### src/sv/prf_pkg.sv
`timescale 1ns / 1ps
// ----------------------------------------------------------------------------
// prf_pkg
// Shared types and constants for the pulse range filter block.
// ----------------------------------------------------------------------------
package prf_pkg;

    localparam int PRF_TICK_W   = 32;
    localparam int PRF_DIST_W   = 17;
    localparam int PRF_FILT_W   = 25;
    localparam int PRF_THR_W    = 16;
    localparam int PRF_COEF_W   = 16;
    localparam int PRF_PROD_W   = PRF_COEF_W + PRF_DIST_W;
    localparam int PRF_FRAC_W   = 8;
    localparam int PRF_SHIFT    = 16;
    localparam int PRF_SUM_W    = PRF_PROD_W + PRF_FRAC_W + 1;

    // filter coefficient 6/11 and its complement, q16
    localparam logic [PRF_COEF_W-1:0] PRF_COEF_Q16      = 16'd35747;
    localparam logic [PRF_COEF_W-1:0] PRF_COEF_REST_Q16 = 16'd29789;
    localparam logic [PRF_SUM_W-1:0]  PRF_ROUND         = PRF_SUM_W'(32768);

    localparam logic [PRF_DIST_W-1:0] PRF_DIST_MAX   = 17'd131071;
    localparam logic [PRF_DIST_W-1:0] PRF_RESET_DIST = 17'd1500;
    localparam logic [PRF_FILT_W-1:0] PRF_RESET_FILT = 25'd384000;
    localparam logic [PRF_THR_W-1:0]  PRF_RESET_THR  = 16'd1000;
    localparam logic [PRF_PROD_W-1:0] PRF_RESET_PROD = PRF_PROD_W'(35747 * 1500);

    localparam int PRF_OUT_DEPTH = 4;

    // apb register map
    localparam int PRF_APB_ADDR_W = 3;
    localparam int PRF_APB_DATA_W = 32;
    localparam logic REG_THRESHOLD = 1'b0;   // word index in paddr[2]

    // command and event codes
    localparam logic CMD_EVENT = 1'b0;
    localparam logic CMD_READ  = 1'b1;

    localparam logic [1:0] LVL_FALL    = 2'd0;
    localparam logic [1:0] LVL_RISE    = 2'd1;
    localparam logic [1:0] LVL_TIMEOUT = 2'd2;

    typedef struct packed {
        logic                  cmd;
        logic [1:0]            level;
        logic [PRF_TICK_W-1:0] tick;
    } t_in_item;

    typedef struct packed {
        logic [PRF_FILT_W-1:0] distance_q8;
        logic                  is_safe;
        logic                  busy_res;
    } t_out_item;

endpackage

### src/sv/pulse_range_filter_threshold_core.sv
`timescale 1ns / 1ps
// ----------------------------------------------------------------------------
// pulse_range_filter_threshold_core
// Range sensor pulse timing with a first-order low-pass distance filter.
// ----------------------------------------------------------------------------
// Takes one item per clock when not stalled. An event item (edge or watchdog
// timeout) updates the pulse timing state and yields no result; a read item
// yields exactly one result, written into the result queue from the input
// register. Every item passes through one input register and combinational
// logic: a 32-bit tick subtract with saturation for falling edges, and one
// 15x25 multiply plus add for the filter update. The measurement half of the
// filter (35747 * distance) is formed when the distance changes, so a
// read does one multiply and add. Results go into a four-entry queue; the
// input stall is computed from registers only (queued results plus a read in
// the input register), which lets the block run at one item per cycle while
// the output takes one per cycle, and stalls the input only once the queue is
// genuinely backing up. The threshold register sits at byte address 0 of the
// APB port and should be written while the block is idle.
// ----------------------------------------------------------------------------
module pulse_range_filter_threshold_core #(
    parameter int OUT_DEPTH = prf_pkg::PRF_OUT_DEPTH   // at least 3
) (
    input  logic                                 i_clk,
    input  logic                                 i_rst_n,
    // item input
    input  logic                                 i_in_valid,
    input  prf_pkg::t_in_item                    i_in_data,
    output logic                                 o_in_stall,
    // result output
    output logic                                 o_out_valid,
    output prf_pkg::t_out_item                   o_out_data,
    input  logic                                 i_out_stall,
    // apb configuration
    input  logic                                 psel,
    input  logic                                 penable,
    input  logic                                 pwrite,
    input  logic [prf_pkg::PRF_APB_ADDR_W-1:0]   paddr,
    input  logic [prf_pkg::PRF_APB_DATA_W-1:0]   pwdata,
    output logic [prf_pkg::PRF_APB_DATA_W-1:0]   prdata,
    output logic                                 pready
);
    import prf_pkg::*;

    localparam int CNT_W = $clog2(OUT_DEPTH + 1);

    logic [PRF_THR_W-1:0] w_threshold;
    logic                 w_accept;
    logic                 w_push;
    t_out_item            w_push_data;
    logic                 w_read_pending;
    logic [CNT_W-1:0]     w_count;
    logic [CNT_W:0]       w_committed;

    // register slave
    prf_cfg u_cfg (
        .i_clk       (i_clk),
        .i_rst_n     (i_rst_n),
        .psel        (psel),
        .penable     (penable),
        .pwrite      (pwrite),
        .paddr       (paddr),
        .pwdata      (pwdata),
        .prdata      (prdata),
        .pready      (pready),
        .o_threshold (w_threshold)
    );

    // results already queued plus a read about to be pushed; all from
    // registers, so the output stall never reaches the input stall directly
    assign w_committed = (CNT_W + 1)'(w_count) + (CNT_W + 1)'(w_read_pending);
    assign o_in_stall  = (w_committed >= (CNT_W + 1)'(OUT_DEPTH));
    assign w_accept    = i_in_valid && !o_in_stall;

    // timing state and filter
    prf_core u_core (
        .i_clk          (i_clk),
        .i_rst_n        (i_rst_n),
        .i_accept       (w_accept),
        .i_in_data      (i_in_data),
        .i_threshold    (w_threshold),
        .o_push         (w_push),
        .o_push_data    (w_push_data),
        .o_read_pending (w_read_pending)
    );

    // result queue
    prf_outq #(
        .DEPTH (OUT_DEPTH)
    ) u_outq (
        .i_clk       (i_clk),
        .i_rst_n     (i_rst_n),
        .i_push      (w_push),
        .i_push_data (w_push_data),
        .i_out_stall (i_out_stall),
        .o_out_valid (o_out_valid),
        .o_out_data  (o_out_data),
        .o_count     (w_count)
    );

endmodule

### src/sv/prf_cfg.sv
`timescale 1ns / 1ps
// ----------------------------------------------------------------------------
// prf_cfg
// APB register slave holding the safety threshold.
// ----------------------------------------------------------------------------
module prf_cfg (
    input  logic                                 i_clk,
    input  logic                                 i_rst_n,
    input  logic                                 psel,
    input  logic                                 penable,
    input  logic                                 pwrite,
    input  logic [prf_pkg::PRF_APB_ADDR_W-1:0]   paddr,
    input  logic [prf_pkg::PRF_APB_DATA_W-1:0]   pwdata,
    output logic [prf_pkg::PRF_APB_DATA_W-1:0]   prdata,
    output logic                                 pready,
    output logic [prf_pkg::PRF_THR_W-1:0]        o_threshold
);
    import prf_pkg::*;

    logic [PRF_THR_W-1:0] r_threshold;
    logic                 w_sel_thr;

    assign w_sel_thr = (paddr[2] == REG_THRESHOLD);

    always_ff @(posedge i_clk) begin
        if (!i_rst_n) begin
            r_threshold <= PRF_RESET_THR;
        end else if (psel && penable && pwrite && w_sel_thr) begin
            r_threshold <= pwdata[PRF_THR_W-1:0];
        end
    end

    always_comb begin
        prdata = '0;
        if (w_sel_thr) begin
            prdata = PRF_APB_DATA_W'(r_threshold);
        end
    end

    assign pready      = 1'b1;
    assign o_threshold = r_threshold;

endmodule

### src/sv/prf_core.sv
`timescale 1ns / 1ps
// ----------------------------------------------------------------------------
// prf_core
// Input register, pulse timing state and low-pass filter update.
// ----------------------------------------------------------------------------
module prf_core (
    input  logic                          i_clk,
    input  logic                          i_rst_n,
    input  logic                          i_accept,
    input  prf_pkg::t_in_item             i_in_data,
    input  logic [prf_pkg::PRF_THR_W-1:0] i_threshold,
    output logic                          o_push,
    output prf_pkg::t_out_item            o_push_data,
    output logic                          o_read_pending
);
    import prf_pkg::*;

    logic                  r_in_valid;
    t_in_item              r_in;
    logic [PRF_TICK_W-1:0] r_start,   n_start;
    logic                  r_in_pulse, n_in_pulse;
    logic [PRF_DIST_W-1:0] r_last,    n_last;
    logic [PRF_PROD_W-1:0] r_prod,    n_prod;
    logic [PRF_FILT_W-1:0] r_filt,    n_filt;

    logic [PRF_TICK_W-1:0] w_diff;
    logic [PRF_SUM_W-1:0]  w_sum;
    logic                  w_event;
    logic                  w_read;

    always_ff @(posedge i_clk) begin
        if (!i_rst_n) begin
            r_in_valid <= 1'b0;
            r_start    <= '0;
            r_in_pulse <= 1'b0;
            r_last     <= PRF_RESET_DIST;
            r_prod     <= PRF_RESET_PROD;
            r_filt     <= PRF_RESET_FILT;
        end else begin
            r_in_valid <= i_accept;
            r_start    <= n_start;
            r_in_pulse <= n_in_pulse;
            r_last     <= n_last;
            r_prod     <= n_prod;
            r_filt     <= n_filt;
        end
    end

    always_ff @(posedge i_clk) begin
        if (i_accept) begin
            r_in <= i_in_data;
        end
    end

    assign w_event = r_in_valid && (r_in.cmd == CMD_EVENT);
    assign w_read  = r_in_valid && (r_in.cmd == CMD_READ);
    assign w_diff  = r_in.tick - r_start;

    // edge and timeout events
    always_comb begin
        n_start    = r_start;
        n_in_pulse = r_in_pulse;
        n_last     = r_last;
        if (w_event) begin
            case (r_in.level)
                LVL_RISE: begin
                    n_start    = r_in.tick;
                    n_in_pulse = 1'b1;
                end
                LVL_FALL: begin
                    n_start    = w_diff;
                    n_in_pulse = 1'b0;
                    if (w_diff != '0) begin
                        if (w_diff > PRF_TICK_W'(PRF_DIST_MAX)) begin
                            n_last = PRF_DIST_MAX;
                        end else begin
                            n_last = w_diff[PRF_DIST_W-1:0];
                        end
                    end
                end
                default: begin
                    // timeout, and the spare code too
                    n_in_pulse = 1'b0;
                    n_last     = PRF_DIST_W'(i_threshold)
                               + PRF_DIST_W'(i_threshold >> 1);
                end
            endcase
        end
    end

    // measurement term of the filter, kept ready for the next read
    assign n_prod = PRF_PROD_W'(PRF_PROD_W'(PRF_COEF_Q16) * PRF_PROD_W'(n_last));

    assign w_sum = PRF_SUM_W'({r_prod, {PRF_FRAC_W{1'b0}}})
                 + PRF_SUM_W'(PRF_SUM_W'(PRF_COEF_REST_Q16) * PRF_SUM_W'(r_filt))
                 + PRF_ROUND;

    always_comb begin
        n_filt = r_filt;
        if (w_read && !r_in_pulse) begin
            n_filt = w_sum[PRF_SHIFT +: PRF_FILT_W];
        end
    end

    assign o_push                  = w_read;
    assign o_push_data.distance_q8 = n_filt;
    assign o_push_data.is_safe     = (n_filt > PRF_FILT_W'({i_threshold, {PRF_FRAC_W{1'b0}}}));
    assign o_push_data.busy_res    = r_in_pulse;
    assign o_read_pending          = w_read;

endmodule

### src/sv/prf_outq.sv
`timescale 1ns / 1ps
// ----------------------------------------------------------------------------
// prf_outq
// Small result queue between the filter and the output channel.
// ----------------------------------------------------------------------------
module prf_outq #(
    parameter int DEPTH = prf_pkg::PRF_OUT_DEPTH
) (
    input  logic                          i_clk,
    input  logic                          i_rst_n,
    input  logic                          i_push,
    input  prf_pkg::t_out_item            i_push_data,
    input  logic                          i_out_stall,
    output logic                          o_out_valid,
    output prf_pkg::t_out_item            o_out_data,
    output logic [$clog2(DEPTH+1)-1:0]    o_count
);
    import prf_pkg::*;

    localparam int PTR_W = $clog2(DEPTH);
    localparam int CNT_W = $clog2(DEPTH + 1);
    localparam logic [PTR_W-1:0] LAST_PTR = PTR_W'(DEPTH - 1);

    t_out_item          r_mem [DEPTH];
    logic [PTR_W-1:0]   r_wp, n_wp;
    logic [PTR_W-1:0]   r_rp, n_rp;
    logic [CNT_W-1:0]   r_cnt, n_cnt;
    logic               w_pop;

    assign w_pop = (r_cnt != '0) && !i_out_stall;

    always_comb begin
        n_wp  = r_wp;
        n_rp  = r_rp;
        n_cnt = r_cnt;
        if (i_push) begin
            n_wp = (r_wp == LAST_PTR) ? '0 : r_wp + 1'b1;
        end
        if (w_pop) begin
            n_rp = (r_rp == LAST_PTR) ? '0 : r_rp + 1'b1;
        end
        case ({i_push, w_pop})
            2'b10:   n_cnt = r_cnt + 1'b1;
            2'b01:   n_cnt = r_cnt - 1'b1;
            default: n_cnt = r_cnt;
        endcase
    end

    always_ff @(posedge i_clk) begin
        if (!i_rst_n) begin
            r_wp  <= '0;
            r_rp  <= '0;
            r_cnt <= '0;
        end else begin
            r_wp  <= n_wp;
            r_rp  <= n_rp;
            r_cnt <= n_cnt;
        end
    end

    always_ff @(posedge i_clk) begin
        if (i_push) begin
            r_mem[r_wp] <= i_push_data;
        end
    end

    assign o_out_valid = (r_cnt != '0);
    assign o_out_data  = r_mem[r_rp];
    assign o_count     = r_cnt;

endmodule

### config.mk
export PLATFORM = sky130hd
export DESIGN_NAME = pulse_range_filter_threshold_core
export DESIGN_NICKNAME = d
export VERILOG_FILES = /design/src/sv/prf_pkg.sv /design/src/sv/pulse_range_filter_threshold_core.sv /design/src/sv/prf_cfg.sv /design/src/sv/prf_core.sv /design/src/sv/prf_outq.sv
export SDC_FILE = /design/constraint.sdc
export NUM_CORES = 1
export LEC_CHECK = 0
export BUFFER_PORTS_ARGS = -buffer_cell sky130_fd_sc_hd__buf_2
export CORE_MARGIN = 4
export CORE_UTILIZATION = 55
export DETAILED_ROUTE_END_ITERATION = 10
export GPL_ROUTABILITY_DRIVEN = 1
export PLACE_DENSITY = 0.74
export SYNTH_ARGS = -nofsm -noshare
export SYNTH_HDL_FRONTEND = slang
export SYNTH_SLANG_ARGS = --single-unit
### constraint.sdc
create_clock -name i_clk -period 12.73 [get_ports i_clk]
set_input_delay 2.546 -clock i_clk [delete_from_list [all_inputs] [get_ports i_clk]]
set_output_delay 2.546 -clock i_clk [all_outputs]
set_load 0.1 [all_outputs]
==> flow_metrics.py <==
metrics = {
    "status": {
        "status": "finished clean",
    },
    "timing": {
        "hold_viol_final": 0,
        "finClkSkew_ns": 0.0129,
        "max_freq_mhz": 90.3,
        "worst_pin_slew_ns": 1.17,
        "min_period_ns": 11.07,
        "slew_viol_final": 0,
        "fin_setup_tns_ns": 0,
        "rsz0062_at_grt": "no",
        "setup_viol": 0,
        "relSlewSlack_pct": 21.3,
        "fin_crit_sh_pct": 87.0,
    },
    "critical_path": {
        "endpoint_kind": "flip-flop",
        "worstSetupStartpointType": "flip-flop",
        "critPathSlowestCell": "or4b_1",
        "crit_type": "flip-flop to flip-flop",
        "cp.required_ns": 13.18,
        "crit_top_cell": "fa_1",
        "cp.arrival_ns": 11.52,
        "r2r_slack_ns": 1.66,
        "reg2reg_depth": 34,
        "critPathMaxStageDelay_ns": 0.90,
        "r2r_start": "u_core.r_in[0]",
        "r2r-end": "u_core.r_prod[29]",
        "critPathMaxFanout": 17,
    },
    "global_routing": {
        "gr-total-overflow": 0,
        "grt_pass1_wl_mm": 104,
        "first_global_vias": 19700,
        "antenna_found_initial": 0,
        "grt_usage_pct": 25.6,
        "grt_start_max_net_pins": 76,
    },
    "yosys": {
        "ys_types": 83,
        "seq_area_frac_synth_pct": 26.6,
        "ys_ff_latch": 276,
        "synth.cells.most_frequent": "inv_1 (504), ha_1 (375), fa_1 (259)",
        "synth_cells": 2590,
        "yosysTopAreaCellShare_pct": 19.9,
        "synthTopCellsByArea": "fa_1 (20%), ha_1 (18%), edfxtp_1 (16%)",
        "netlist_area_sq_um": 26100,
        "synth_edf_count": 143,
        "syn_area_per_cell_sq_um": 10.1,
        "yosysMostFrequentCell": "inv_1",
        "synthArstFlopShare_pct": 0,
        "synth_ff_type": "edfxtp_1",
        "yosysWarnings": 0,
        "yosys.area.top_type": "fa_1",
    },
    "placement": {
        "place_congestion": 0.927,
        "hpwlAfterDp_mm": 50.8,
        "port_buffers": 103,
    },
    "clocking": {
        "cts_buffers": 30,
        "clkTransAtPathRegs_ns": 0.06,
        "cts_max_level": 1,
        "cts_tree": "done",
        "cts_buffer_depth": 3,
        "cts_resized": 0,
        "hold_buffers": 0,
        "insertion_delay_ns": 0.59,
        "cts_setup_buffers": 0,
        "cts_root_buffer": "clkbuf_16",
        "clkSinkCount": 276,
    },
    "worst_hold_path": {
        "worstHoldStart": "u_core.r_start[29]",
        "min_path_type": "flip-flop to flip-flop",
        "whs_endpoint": "u_core.r_start[29]",
        "min_path_cells": 2,
    },
    "drt": {
        "route.detailed.drc": 0,
        "viasPerCell": 5.72,
        "route.vias.total": 19000,
        "wl_per_cell_um": 19.3,
        "dr.first_iter.drc_count": 1543,
        "dr.pass1.iters": 5,
        "routed_wl_mm": 63.8,
        "antenna_left": 0,
    },
    "final_layout": {
        "layout.nets": 3394,
        "drive_above_1_share_pct": 8.87,
        "syn2layout_area_growth_pct": 7.99,
        "antenna_cells": 0,
    },
    "floorplanning": {
        "rows": 79,
        "core_sq_um": 46800,
        "num_io_pins": 139,
        "fp.dieW_um": 226,
        "die-area_sq_um": 51000,
        "start_util_pct": 55.8,
        "fp.dieH_um": 226,
    },
    "job": {
        "drv_cap": 0,
    },
}
[flip-flops by register name (all words and copies together) (netlist names), named ones only]
signal / count
u_cfg.o_threshold: 16
u_outq.r_rp: 2
u_core.r_in_pulse: 1
u_core.r_in_valid: 1
u_core.r_filt: 25
u_outq.o_count: 3
u_core.r_start: 32
u_outq.r_mem: 108
u_core.r_prod: 33
u_core.r_in: 35
u_core.r_last: 16
u_outq.r_wp: 2
[area by class of cell]
class / instances / area (sq um)
clock buffer: 41 / 822
inverter: 504 / 1890
sequential: 276 / 6960
timing repair buffer: 129 / 711
multi-input combinational: 1742 / 16900
fill: 3860 / 18600
tap: 607 / 759
clock inverter: 15 / 130
[critical path, delay by kind of cell (launching register included)]
kind                       cells  cell delay (ns)
and+or+nand+nor                6             2.56
AOI/OAI and AO/OA             13             3.78
buffers and inverters          5             0.26
DFF                            1             0.34
adders and majority gates      9             3.68
xor gates and xnor gates       1             0.28
[worst max-delay path by stage]
stage                   startpoint                 to  slack [ns]  cells past startpoint
floorplan           u_core.r_in[6]  u_core.r_prod[31]        3.49                     33
global placement    u_core.r_in[0]  u_core.r_prod[29]        1.95                     34
detailed placement  u_core.r_in[0]  u_core.r_prod[29]        1.79                     34
CTS                 u_core.r_in[0]  u_core.r_prod[29]        1.76                     34
global route        u_core.r_in[0]  u_core.r_prod[29]        1.06                     34
finish              u_core.r_in[0]  u_core.r_prod[29]        1.66                     34
[layout by cell type, fill, tap and decap left out, drive strengths merged, types with 47 or more instances in the layout]
cell type,instances
inv,509
ha,375
fa,259
nand2,164
edfxtp,143
nor2,133
dfxtp,133
buf,129
a21oi,111
o21ai,87
xnor2,48
a21o,47
a211oi,47
[per-layer routing]
layer	share of wire (%)	global-route usage [%]	vias up
met2	50	45.2	552
met1	41	33.6	9391
li1	-	-	8896
met4	3.0	6.96	0
met5	0	0	-
met3	5.5	3.03	118
[stage by stage]
step / instances / cell area (sq um) / util [%] / setup WS (ns) / hold WS, ns
after detailed placement: 3258 / 27200 / 58.3 / 1.79 / 0.448
after global routing: 3314 / 28200 / 60.3 / 1.06 / 0.482
final: 3314 / 28200 / 60.3 / 1.66 / 0.455
after global placement: 3258 / 27200 / 58.3 / 1.95 / 0.440
after floorplan: 2605 / 26200 / - / 3.49 / 0.432
after CTS: 3314 / 28200 / 60.3 / 1.76 / 0.457
[logic make-up (layout without fill, tap and decap cells)]
family	count (synthesis)	in the layout	share of synthesized area, %
compound gates	451	451	11.6
mux	41	41	2.87
flops	276	276	26.6
other cells	2	17	0.0288
xor+xnor	84	84	2.82
simple gates	515	515	9.46
fa+ha+maj	634	634	37.8
buf+inv	587	689	8.76
Power is left out: the tool's default activity adds up to more than one toggle a clock period on the data nets, which glitch-free logic cannot reach.
